`src/rtl/core/ssmd_pkg.sv`:
```
// ssmd_pkg: shared types, command codes and glyph table for the
// seven-segment multiplexed display driver.
// No dependencies.
`default_nettype none

package ssmd_pkg;

    // Command codes carried in s_axis_tuser
    localparam logic [2:0] FUNC_RAW     = 3'd0;
    localparam logic [2:0] FUNC_CHAR    = 3'd1;
    localparam logic [2:0] FUNC_DECIMAL = 3'd2;
    localparam logic [2:0] FUNC_CLEAR   = 3'd3;
    localparam logic [2:0] FUNC_TICK    = 3'd4;

    localparam logic [7:0] GLYPH_FIRST = 8'h2D;
    localparam logic [7:0] GLYPH_LAST  = 8'h7C;
    localparam logic [7:0] CHAR_ZERO   = 8'h30;
    localparam logic [7:0] CHAR_MINUS  = 8'h2D;
    localparam logic [7:0] BLANK_CODE  = 8'h2C;

    // ceil(2^35 / 10): q = (x * RECIP_10) >> 35 is exact for any 32-bit x
    localparam logic [31:0] RECIP_10   = 32'hCCCC_CCCD;
    localparam int          RECIP_SHIFT = 35;

    localparam logic [7:0] GLYPH_ROM [80] = '{
        8'h40, 8'h00, 8'h00, 8'h3f, 8'h06, 8'h5b, 8'h4f, 8'h66,
        8'h6d, 8'h7d, 8'h07, 8'h7f, 8'h6f, 8'h30, 8'h20, 8'h10,
        8'h00, 8'h00, 8'h00, 8'h00, 8'h77, 8'h7f, 8'h39, 8'h3f,
        8'h79, 8'h71, 8'h3d, 8'h76, 8'h06, 8'h1e, 8'h00, 8'h38,
        8'h00, 8'h94, 8'h3f, 8'h73, 8'h67, 8'h31, 8'h6d, 8'h7c,
        8'h3e, 8'h00, 8'h00, 8'h00, 8'h66, 8'h00, 8'h39, 8'h00,
        8'h0f, 8'h00, 8'h08, 8'h00, 8'h77, 8'h7c, 8'h58, 8'h5e,
        8'h7b, 8'h71, 8'h6f, 8'h74, 8'h04, 8'h1e, 8'h00, 8'h38,
        8'h00, 8'h54, 8'h5c, 8'h73, 8'h67, 8'h50, 8'h6d, 8'h78,
        8'h1c, 8'h00, 8'h00, 8'h00, 8'h66, 8'h00, 8'h70, 8'h46
    };

    // Sequencer states, one-hot
    typedef enum logic [4:0] {
        ST_IDLE = 5'b00001,
        ST_MUL  = 5'b00010,
        ST_DIG  = 5'b00100,
        ST_SIGN = 5'b01000,
        ST_FILL = 5'b10000
    } t_state;

    // ASCII to segment byte; codes outside the table are blank
    function automatic logic [7:0] glyph_of(input logic [7:0] code);
        logic [7:0] idx;
        begin
            idx = code - GLYPH_FIRST;
            if (code >= GLYPH_FIRST && code <= GLYPH_LAST) begin
                return GLYPH_ROM[idx[6:0]];
            end
            return 8'h00;
        end
    endfunction

endpackage

`default_nettype wire

```
`src/rtl/core/seven_segment_mux_display.sv`:
```
// Seven-segment multiplexed display driver, top level.
// Depends on ssmd_pkg (command codes, glyph table, sequencer states).
// Raw, character, clear and scan-tick words finish in the accept cycle; a tick's
// port word is on m_axis the next cycle. A decimal write steps through ST_MUL and
// ST_DIG for each digit, then ST_SIGN and ST_FILL (the blanks up to the field end):
// each digit is one pass through one shared 32x32 reciprocal multiplier and a
// remainder step. s_axis_tready is low while a decimal write runs. i_rst_n
// (synchronous, low) blanks all digits, sets the scan to digit 0 and empties the
// output register.
`default_nettype none

module seven_segment_mux_display #(
    parameter int NUM_DIGITS = 8
) (
    input  wire logic        i_clk,
    input  wire logic        i_rst_n,
    // slave side: one command word
    input  wire logic        s_axis_tvalid,
    output logic             s_axis_tready,
    // tdata: position[3:0], field_end[7:4], segments[15:8],
    //        char_code[23:16], number[55:24]
    input  wire logic [55:0] s_axis_tdata,
    // tuser: func[2:0]
    input  wire logic [2:0]  s_axis_tuser,
    // master side: one port word per scan tick
    output logic             m_axis_tvalid,
    input  wire logic        m_axis_tready,
    // tdata: port_word[15:0], scan_digit[18:16], zero[23:19]
    output logic [23:0]      m_axis_tdata
);
    import ssmd_pkg::*;

    localparam int IDX_W = (NUM_DIGITS > 1) ? $clog2(NUM_DIGITS) : 1;

    // unpacked command fields
    logic [2:0]  in_func;
    logic [3:0]  in_pos;
    logic [3:0]  in_endp;
    logic [7:0]  in_seg;
    logic [7:0]  in_char;
    logic [31:0] in_num;

    assign in_func = s_axis_tuser;
    assign in_pos  = s_axis_tdata[3:0];
    assign in_endp = s_axis_tdata[7:4];
    assign in_seg  = s_axis_tdata[15:8];
    assign in_char = s_axis_tdata[23:16];
    assign in_num  = s_axis_tdata[55:24];

    // digit store and scan pointer
    logic [7:0]       r_digits [NUM_DIGITS];
    logic [IDX_W-1:0] r_scan;

    // decimal sequencer
    t_state      r_state, n_state;
    logic [31:0] r_mag, n_mag;      // remaining magnitude
    logic [28:0] r_quot, n_quot;    // mag / 10 from the multiplier pass
    logic        r_neg, n_neg;
    logic [3:0]  r_pos, n_pos;      // next digit to write, can reach 9
    logic [3:0]  r_endp, n_endp;

    // output register
    logic        r_out_valid;
    logic [15:0] r_out_word;
    logic [2:0]  r_out_digit;

    logic        accept;
    logic        tick_blocked;
    logic        do_clear;
    logic        do_tick;
    logic        wr_en;
    logic [3:0]  wr_pos;
    logic [7:0]  wr_data;
    logic [63:0] prod;
    logic [31:0] quot10;
    logic [3:0]  rem;
    logic [4:0]  pos_inc;

    // a tick needs the output register free; other commands never wait on it
    assign tick_blocked  = (in_func == FUNC_TICK) && r_out_valid && !m_axis_tready;
    assign s_axis_tready = (r_state == ST_IDLE) && !tick_blocked;
    assign accept        = s_axis_tvalid && s_axis_tready;

    // shared divide-by-ten unit: multiplier pass, then remainder pass
    assign prod    = 64'(r_mag) * 64'(RECIP_10);
    assign quot10  = (32'(r_quot) << 3) + (32'(r_quot) << 1);
    assign rem     = 4'(r_mag - quot10);
    assign pos_inc = {1'b0, r_pos} + 5'd1;

    always_comb begin
        n_state  = r_state;
        n_mag    = r_mag;
        n_quot   = r_quot;
        n_neg    = r_neg;
        n_pos    = r_pos;
        n_endp   = r_endp;
        wr_en    = 1'b0;
        wr_pos   = r_pos;
        wr_data  = 8'h00;
        do_clear = 1'b0;
        do_tick  = 1'b0;
        unique case (r_state)
            ST_IDLE: begin
                if (accept) begin
                    case (in_func)
                        FUNC_RAW: begin
                            wr_en   = 1'b1;
                            wr_pos  = in_pos;
                            wr_data = in_seg;
                        end
                        FUNC_CHAR: begin
                            wr_en   = 1'b1;
                            wr_pos  = in_pos;
                            wr_data = glyph_of(in_char);
                        end
                        FUNC_DECIMAL: begin
                            // an end past the last digit drops the word
                            if (in_endp <= 4'(NUM_DIGITS)) begin
                                n_neg   = in_num[31];
                                n_mag   = in_num[31] ? (32'd0 - in_num) : in_num;
                                n_pos   = 4'd0;
                                n_endp  = in_endp;
                                n_state = ST_MUL;
                            end
                        end
                        FUNC_CLEAR: do_clear = 1'b1;
                        FUNC_TICK:  do_tick  = 1'b1;
                        default: ;
                    endcase
                end
            end
            ST_MUL: begin
                n_quot  = prod[63:RECIP_SHIFT];
                n_state = ST_DIG;
            end
            ST_DIG: begin
                wr_en   = 1'b1;
                wr_data = glyph_of(CHAR_ZERO + 8'(rem));
                n_mag   = 32'(r_quot);
                n_pos   = pos_inc[3:0];
                // lowest digit always written; stop on zero quotient or field end
                if (r_quot != 29'd0 && pos_inc < {1'b0, r_endp}) begin
                    n_state = ST_MUL;
                end else begin
                    n_state = ST_SIGN;
                end
            end
            ST_SIGN: begin
                if (r_neg) begin
                    wr_en   = 1'b1;
                    wr_data = glyph_of(CHAR_MINUS);
                    n_pos   = pos_inc[3:0];
                end
                n_state = ST_FILL;
            end
            ST_FILL: begin
                if (r_pos < r_endp) begin
                    wr_en   = 1'b1;
                    wr_data = glyph_of(BLANK_CODE);
                    n_pos   = pos_inc[3:0];
                end else begin
                    n_state = ST_IDLE;
                end
            end
            default: n_state = ST_IDLE;
        endcase
    end

    always_ff @(posedge i_clk) begin
        if (!i_rst_n) begin
            r_state <= ST_IDLE;
        end else begin
            r_state <= n_state;
        end
        r_mag  <= n_mag;
        r_quot <= n_quot;
        r_neg  <= n_neg;
        r_pos  <= n_pos;
        r_endp <= n_endp;
    end

    // digit store: cleared by reset or clear, else one write per cycle, positions past the last digit dropped
    always_ff @(posedge i_clk) begin
        if (!i_rst_n || do_clear) begin
            for (int i = 0; i < NUM_DIGITS; i++) begin
                r_digits[i] <= 8'h00;
            end
        end else if (wr_en && wr_pos < 4'(NUM_DIGITS)) begin
            r_digits[wr_pos[IDX_W-1:0]] <= wr_data;
        end
    end

    // scan: emit the current digit, then step with wrap
    always_ff @(posedge i_clk) begin
        if (!i_rst_n) begin
            r_scan      <= '0;
            r_out_valid <= 1'b0;
        end else if (do_tick) begin
            r_out_valid <= 1'b1;
            if (r_scan == IDX_W'(NUM_DIGITS - 1)) begin
                r_scan <= '0;
            end else begin
                r_scan <= r_scan + IDX_W'(1);
            end
        end else if (m_axis_tready) begin
            r_out_valid <= 1'b0;
        end
        if (do_tick) begin
            r_out_word  <= {8'(8'd1 << r_scan), r_digits[r_scan]};
            r_out_digit <= 3'(r_scan);
        end
    end

    assign m_axis_tvalid = r_out_valid;
    assign m_axis_tdata  = {5'd0, r_out_digit, r_out_word};

endmodule

`default_nettype wire

```
`config.mk`:
```
export PLATFORM = sky130hd
export DESIGN_NAME = seven_segment_mux_display
export DESIGN_NICKNAME = d
export VERILOG_FILES = /design/src/rtl/core/ssmd_pkg.sv /design/src/rtl/core/seven_segment_mux_display.sv
export SDC_FILE = /design/constraint.sdc
export NUM_CORES = 1
export LEC_CHECK = 0
export BUFFER_PORTS_ARGS = -buffer_cell sky130_fd_sc_hd__buf_2
export CORE_MARGIN = 10
export CORE_UTILIZATION = 44
export DETAILED_ROUTE_END_ITERATION = 8
export SYNTH_ARGS = -nofsm -noshare
export SYNTH_HDL_FRONTEND = slang
export SYNTH_SLANG_ARGS = --single-unit
```
`constraint.sdc`:
```
create_clock -name i_clk -period 19.46 [get_ports i_clk]
set_input_delay 0 -clock i_clk [delete_from_list [all_inputs] [get_ports i_clk]]
set_output_delay 0 -clock i_clk [all_outputs]
set_load 0.01 [all_outputs]
```
==> metrics.sh <==
FINALHOLDWORSTSLACK_NS=0.0447
CRITICAL-PATH-TOP-CELL-BY-COUNT='sky130_fd_sc_hd__fa_1'
GLOBALROUTETOTALUTIL=0.232
SYNTH_TOP_AREA_CELL='sky130_fd_sc_hd__fa_1'
DRT_ITER0_DRC=1795
FINALCLOCKSKEW_NS=0.0194
WORSTPATHCELLLIST='ha_1 -> xnor2_1 -> o21ai_0 -> fa_1 -> inv_1 -> fa_1 -> fa_1 -> inv_1 -> fa_1 -> fa_1 -> inv_1 -> fa_1 -> inv_1 -> ha_1 -> and4_1 -> nand4_1 -> or3_1 -> a311oi_1 -> o21ba_2 -> o2111ai_1 -> and2_1 -> a311oi_1'
DETAIL_ROUTE.WL_PER_CELL_UM=22.9
DRT-VIAS-PER-INSTANCE=5.57
P_SW_FRAC=0.511
SYNTH_WARNINGS=0
CLOCK-SINKS=162
DOMINANT_COMBINATIONAL_CELL_FAMILY_BY_AREA_AFTER_SYNTHESIS='adder cells'
FLOORPLAN.DIE_AREA_MM2=0.0701
RELSLEWSLACK=0.151
DIE_WIDTH_UM=265
GLOBALROUTEOVERFLOWTOTAL=0
CLK_PIN_SLEW_NS=0.09
CORE_MM2=0.0592
LAYOUT-DRIVE-GT1-SHARE=0.0675
FLOORPLAN.IO_PINS=89
SYNTH.FF_LATCH_COUNT=162
HOLD_PATH.CLASS='in2reg'
INITIAL_CORE_UTIL=0.445
CTS_INSERTED_BUFFERS=17
DRTANTENNAVIOLNETS=0
SETUP_VIOL=0
DPL.HPWL_UM=68400
SYNTH_COMPOUND_AREA_FRAC=0.0983
SHARE_OF_THE_YOSYS_CHIP_AREA_BELONGING_TO_REGISTERS=0.181
P_LEAK_nW=13.6
VDD_DROP_MAX_V=0.000142
VIAS=19300
DETAIL_ROUTE.DRC_VIOLATIONS=0
RSZ0062_AT_GRT='false'
MAX_CLOCK_FREQ_GHz=0.116
CLOCKROOTBUFFER='sky130_fd_sc_hd__clkbuf_16'
YOSYS_MOST_USED_DFF='sky130_fd_sc_hd__edfxtp_1'
P_SEQ_FRAC=0.144
WORST_SLEW_PIN_SLEW_NS=1.27
COMB_POWER_SHARE=0.740
TYPE_OF_ELEMENT_CAPTURING_THE_CRITICAL_PATH='flip-flop'
CRIT_PATH_START_KIND='flip-flop'
CRIT_TYPE='reg2reg'
SYNTH_AREA_PER_CELL_UM2=10.1
REG2REG_DEPTH=22
CTS_TREE='yes'
CLOCK_TREE.HTREE_LEVEL_COUNT=4
INTERNAL_POWER_W=0.00154
CELL_WITH_THE_LARGEST_STAGE_DELAY_ON_THE_WORST_PATH='sky130_fd_sc_hd__a311oi_1'
WORST_PATH_DOMINANT_CELL_FAMILY='adder cells'
SYNTH_SIMPLE_GATE_AREA_SHARE=0.0865
SYNTH.LIB_CELLS_USED.DISTINCT=84
SLEW_VIOLATIONS=0
SYNTH-ADDER-AREA-SHARE=0.474
YOSYS-MUX-AREA-FRACTION=0.0210
SYNTH_EDF_COUNT=153
CTS-ROOT-TO-SINK-BUFFERS=2
PIN_COUNT_OF_THE_BIGGEST_NET_ENTERING_GLOBAL_ROUTING=68
CP_NUM_BUF_INV=4
ROUTED-WL-MET2_UM=37200
WORST-PATH-MAX-FANOUT=9
POWER_W=0.00315
ANTENNA_VIOLATIONS_BEFORE_REPAIR=1
STATUS='complete, no violations'
ROUTED_WL_UM=79500
NETLIST_INSTANCES=2622
NUMBER_OF_GLOBAL_ROUTE_VIAS_BEFORE_REPAIR=20800
FINALWORSTPATHREQUIREDPERIOD_NS=8.62
WORST_EP_REQUIRED_TIME_NS=19.70
CP_DATA_ARRIVAL_TIME_NS=8.86
PORT_BUFFERS=83
DIE_H_UM=265
AREAGROWTHSYNTHTOFINISH_PCT=7.36
SYNTH_AREA_MM2=0.0264
POWER.DENSITY_CELL_AREA_mW_PER_MM2=111
REPLACE_CONGESTION=0.989
MIN_PERIOD_OVER_PERIOD=0.443
GRT_FIRST_PASS_WIRELENGTH_UM=124000
UPPERMOST_ROUTED_LAYER='met4'
ROUTE.LAYER.MET1.WL_UM=33900
HOLD-PATH-CELL-COUNT=3
MAX_STAGE_DELAY_NS=0.59
POST-SYNTH-TOP-AREA-FRACTION=0.293
CLK_LATENCY_NS=0.49
DRT-PASS1-ITER-COUNT=6
SYNTH.AREA.TOP_CELLS='sky130_fd_sc_hd__fa_1 29%, sky130_fd_sc_hd__ha_1 18%, sky130_fd_sc_hd__edfxtp_1 17%, sky130_fd_sc_hd__inv_1 8.4%, sky130_fd_sc_hd__xor2_1 2.5%'
TOTAL_SWITCHING_POWER_W=0.00161
SETUP-TNS-FINAL_NS=0
REPORT.FINAL.HOLD_VIOL_COUNT=0
TIMING.MAX_CAP.VIOLATIONS=0
FINAL_NET_COUNT=3514
CRIT_CELLS=22
ROW_COUNT=89
FILL_CELLS=5619
POST_SYNTH_XOR_AREA_FRACTION=0.0428
SHARE_CLK_OF_TOTAL_POWER=0.115
MET3WIRELENGTH_UM=4790
PROPORTION_OF_REGISTER_BITS_WITH_ASYNCHRONOUS_SET_OR_RESET_AFTER_SYNTHESIS=0
==> cell families after synthesis <==
| logic type | Yosys count |
|---|---|
| AO/OA/AOI/OAI | 398 |
| adder cells (fa/ha/maj) | 767 |
| buffers and inverters | 661 |
| flip-flops | 162 |
| other | 1 |
| multiplexers | 33 |
| AND/OR/NAND/NOR | 476 |
| XOR/XNOR | 124 |
==> metal layers <==
| layer | vias up | track usage |
|---|---|---|
| li1 | 8731 | - |
| met1 | 9775 | 0.309 |
| met2 | 700 | 0.374 |
| met3 | 128 | 0.0315 |
| met4 | 0 | 0.102 |
| met5 | - | 0 |
==> layout by cell type (no fill, tap or decap), types with 46 or more instances in the layout <==
cell type                  instances
sky130_fd_sc_hd__nand2_1         133
sky130_fd_sc_hd__a21o_1           53
sky130_fd_sc_hd__ha_1            380
sky130_fd_sc_hd__buf_2            83
sky130_fd_sc_hd__xor2_1           74
sky130_fd_sc_hd__inv_1           591
sky130_fd_sc_hd__o21ai_0         114
sky130_fd_sc_hd__a21oi_1          91
sky130_fd_sc_hd__fa_1            386
sky130_fd_sc_hd__xnor2_1          46
sky130_fd_sc_hd__edfxtp_1        153
sky130_fd_sc_hd__nor2_1          137
==> final timing paths <==
path	start	end	slack [ns]
worst max register to register	r_mag[9]$_DFFE_PP_	r_quot[22]$_DFFE_PP_	10.84
worst min register to register	m_axis_tvalid$_SDFFE_PN0P_	m_axis_tvalid$_SDFFE_PN0P_	0.53
worst min-delay path	s_axis_tdata[53]	r_mag[29]$_SDFFCE_PP0P_	0.04
worst max-delay path	r_mag[9]$_DFFE_PP_	r_quot[22]$_DFFE_PP_	10.84
==> power by group through the flow <==
stage / Combinational [W] / Clock (W) / Sequential (W)
final: 0.00233 / 0.000362 / 0.000454
after global placement: 0.00229 / 0 / 0.000462
after floorplan: 0.00164 / 0 / 0.000460
after detailed placement: 0.00229 / 0 / 0.000462
after CTS: 0.00232 / 0.000369 / 0.000454
after global routing: 0.00262 / 0.000383 / 0.000455
==> flip-flops by register name, summed over array words and instances, names as in the netlist <==
signal	count
m_axis_tvalid	1
r_digits	64
r_endp	4
r_mag	32
r_neg	1
r_out_digit	3
r_out_word	16
r_pos	4
r_quot	29
r_scan	3
r_state	5
==> synth_stat cells (all sizes together), types with 6 or more instances <==
cell / number
a211oi: 7
a21boi: 11
a21o: 53
a21oi: 91
a311oi: 8
a31oi: 9
and2: 19
and3: 13
buf: 18
clkbuf: 50
dfxtp: 9
edfxtp: 153
fa: 386
ha: 380
inv: 592
mux2: 9
mux2i: 7
mux4: 17
nand2: 133
nand2b: 8
nand3: 40
nand4: 26
nor2: 137
nor2b: 11
nor3: 29
nor3b: 6
nor4: 10
o211ai: 21
o21a: 7
o21ai: 117
o21bai: 6
o31ai: 14
or2: 7
or3: 17
or4: 6
xnor2: 47
xor2: 74
==> what timing repair did <==
| action | in CTS | in global routing |
|---|---|---|
| endpoints found under the hold margin | 20 | 0 |
| hold buffers | 14 | 0 |
| buffers inserted | 0 | 0 |
| gates resized for setup | 0 | 0 |
==> worst register-to-register path: stages (launching register included) <==
cell and delay (ns):
sky130_fd_sc_hd__edfxtp_1 0.58, sky130_fd_sc_hd__ha_1 0.58, sky130_fd_sc_hd__xnor2_1 0.54, sky130_fd_sc_hd__o21ai_0 0.24
sky130_fd_sc_hd__fa_1 0.57, sky130_fd_sc_hd__inv_1 0.06, sky130_fd_sc_hd__fa_1 0.50, sky130_fd_sc_hd__fa_1 0.56
sky130_fd_sc_hd__inv_1 0.05, sky130_fd_sc_hd__fa_1 0.46, sky130_fd_sc_hd__fa_1 0.49, sky130_fd_sc_hd__inv_1 0.05
sky130_fd_sc_hd__fa_1 0.47, sky130_fd_sc_hd__inv_1 0.08, sky130_fd_sc_hd__ha_1 0.37, sky130_fd_sc_hd__and4_1 0.29
sky130_fd_sc_hd__nand4_1 0.18, sky130_fd_sc_hd__or3_1 0.38, sky130_fd_sc_hd__a311oi_1 0.59, sky130_fd_sc_hd__o21ba_2 0.30
sky130_fd_sc_hd__o2111ai_1 0.27, sky130_fd_sc_hd__and2_1 0.32, sky130_fd_sc_hd__a311oi_1 0.43
==> final cells by class <==
type	instances	area, µm²	share of cell area
Antenna cell	1	2.50	0.0000884
Clock buffer	17	425	0.0150
Clock inverter	15	199	0.00702
Inverter	593	2230	0.0786
Multi-Input combinational cell	1803	19100	0.674
Sequential cell	162	4770	0.169
Tap cell	773	967	0.0342
Timing Repair Buffer	108	638	0.0225
==> stage by stage <==
step / cell area [µm²] / utilization / setup WS (ns) / std cells
2_1_floorplan: 26400 / - / 12.52 / 2626
3_3_place_gp: 27600 / 0.465 / 11.01 / 3425
3_5_place_dp: 27600 / 0.465 / 11.07 / 3425
4_1_cts: 28300 / 0.478 / 11.03 / 3471
5_1_grt: 28300 / 0.478 / 10.62 / 3472
6_report: 28300 / 0.478 / 10.84 / 3472
(Power assumes the default switching activity.)
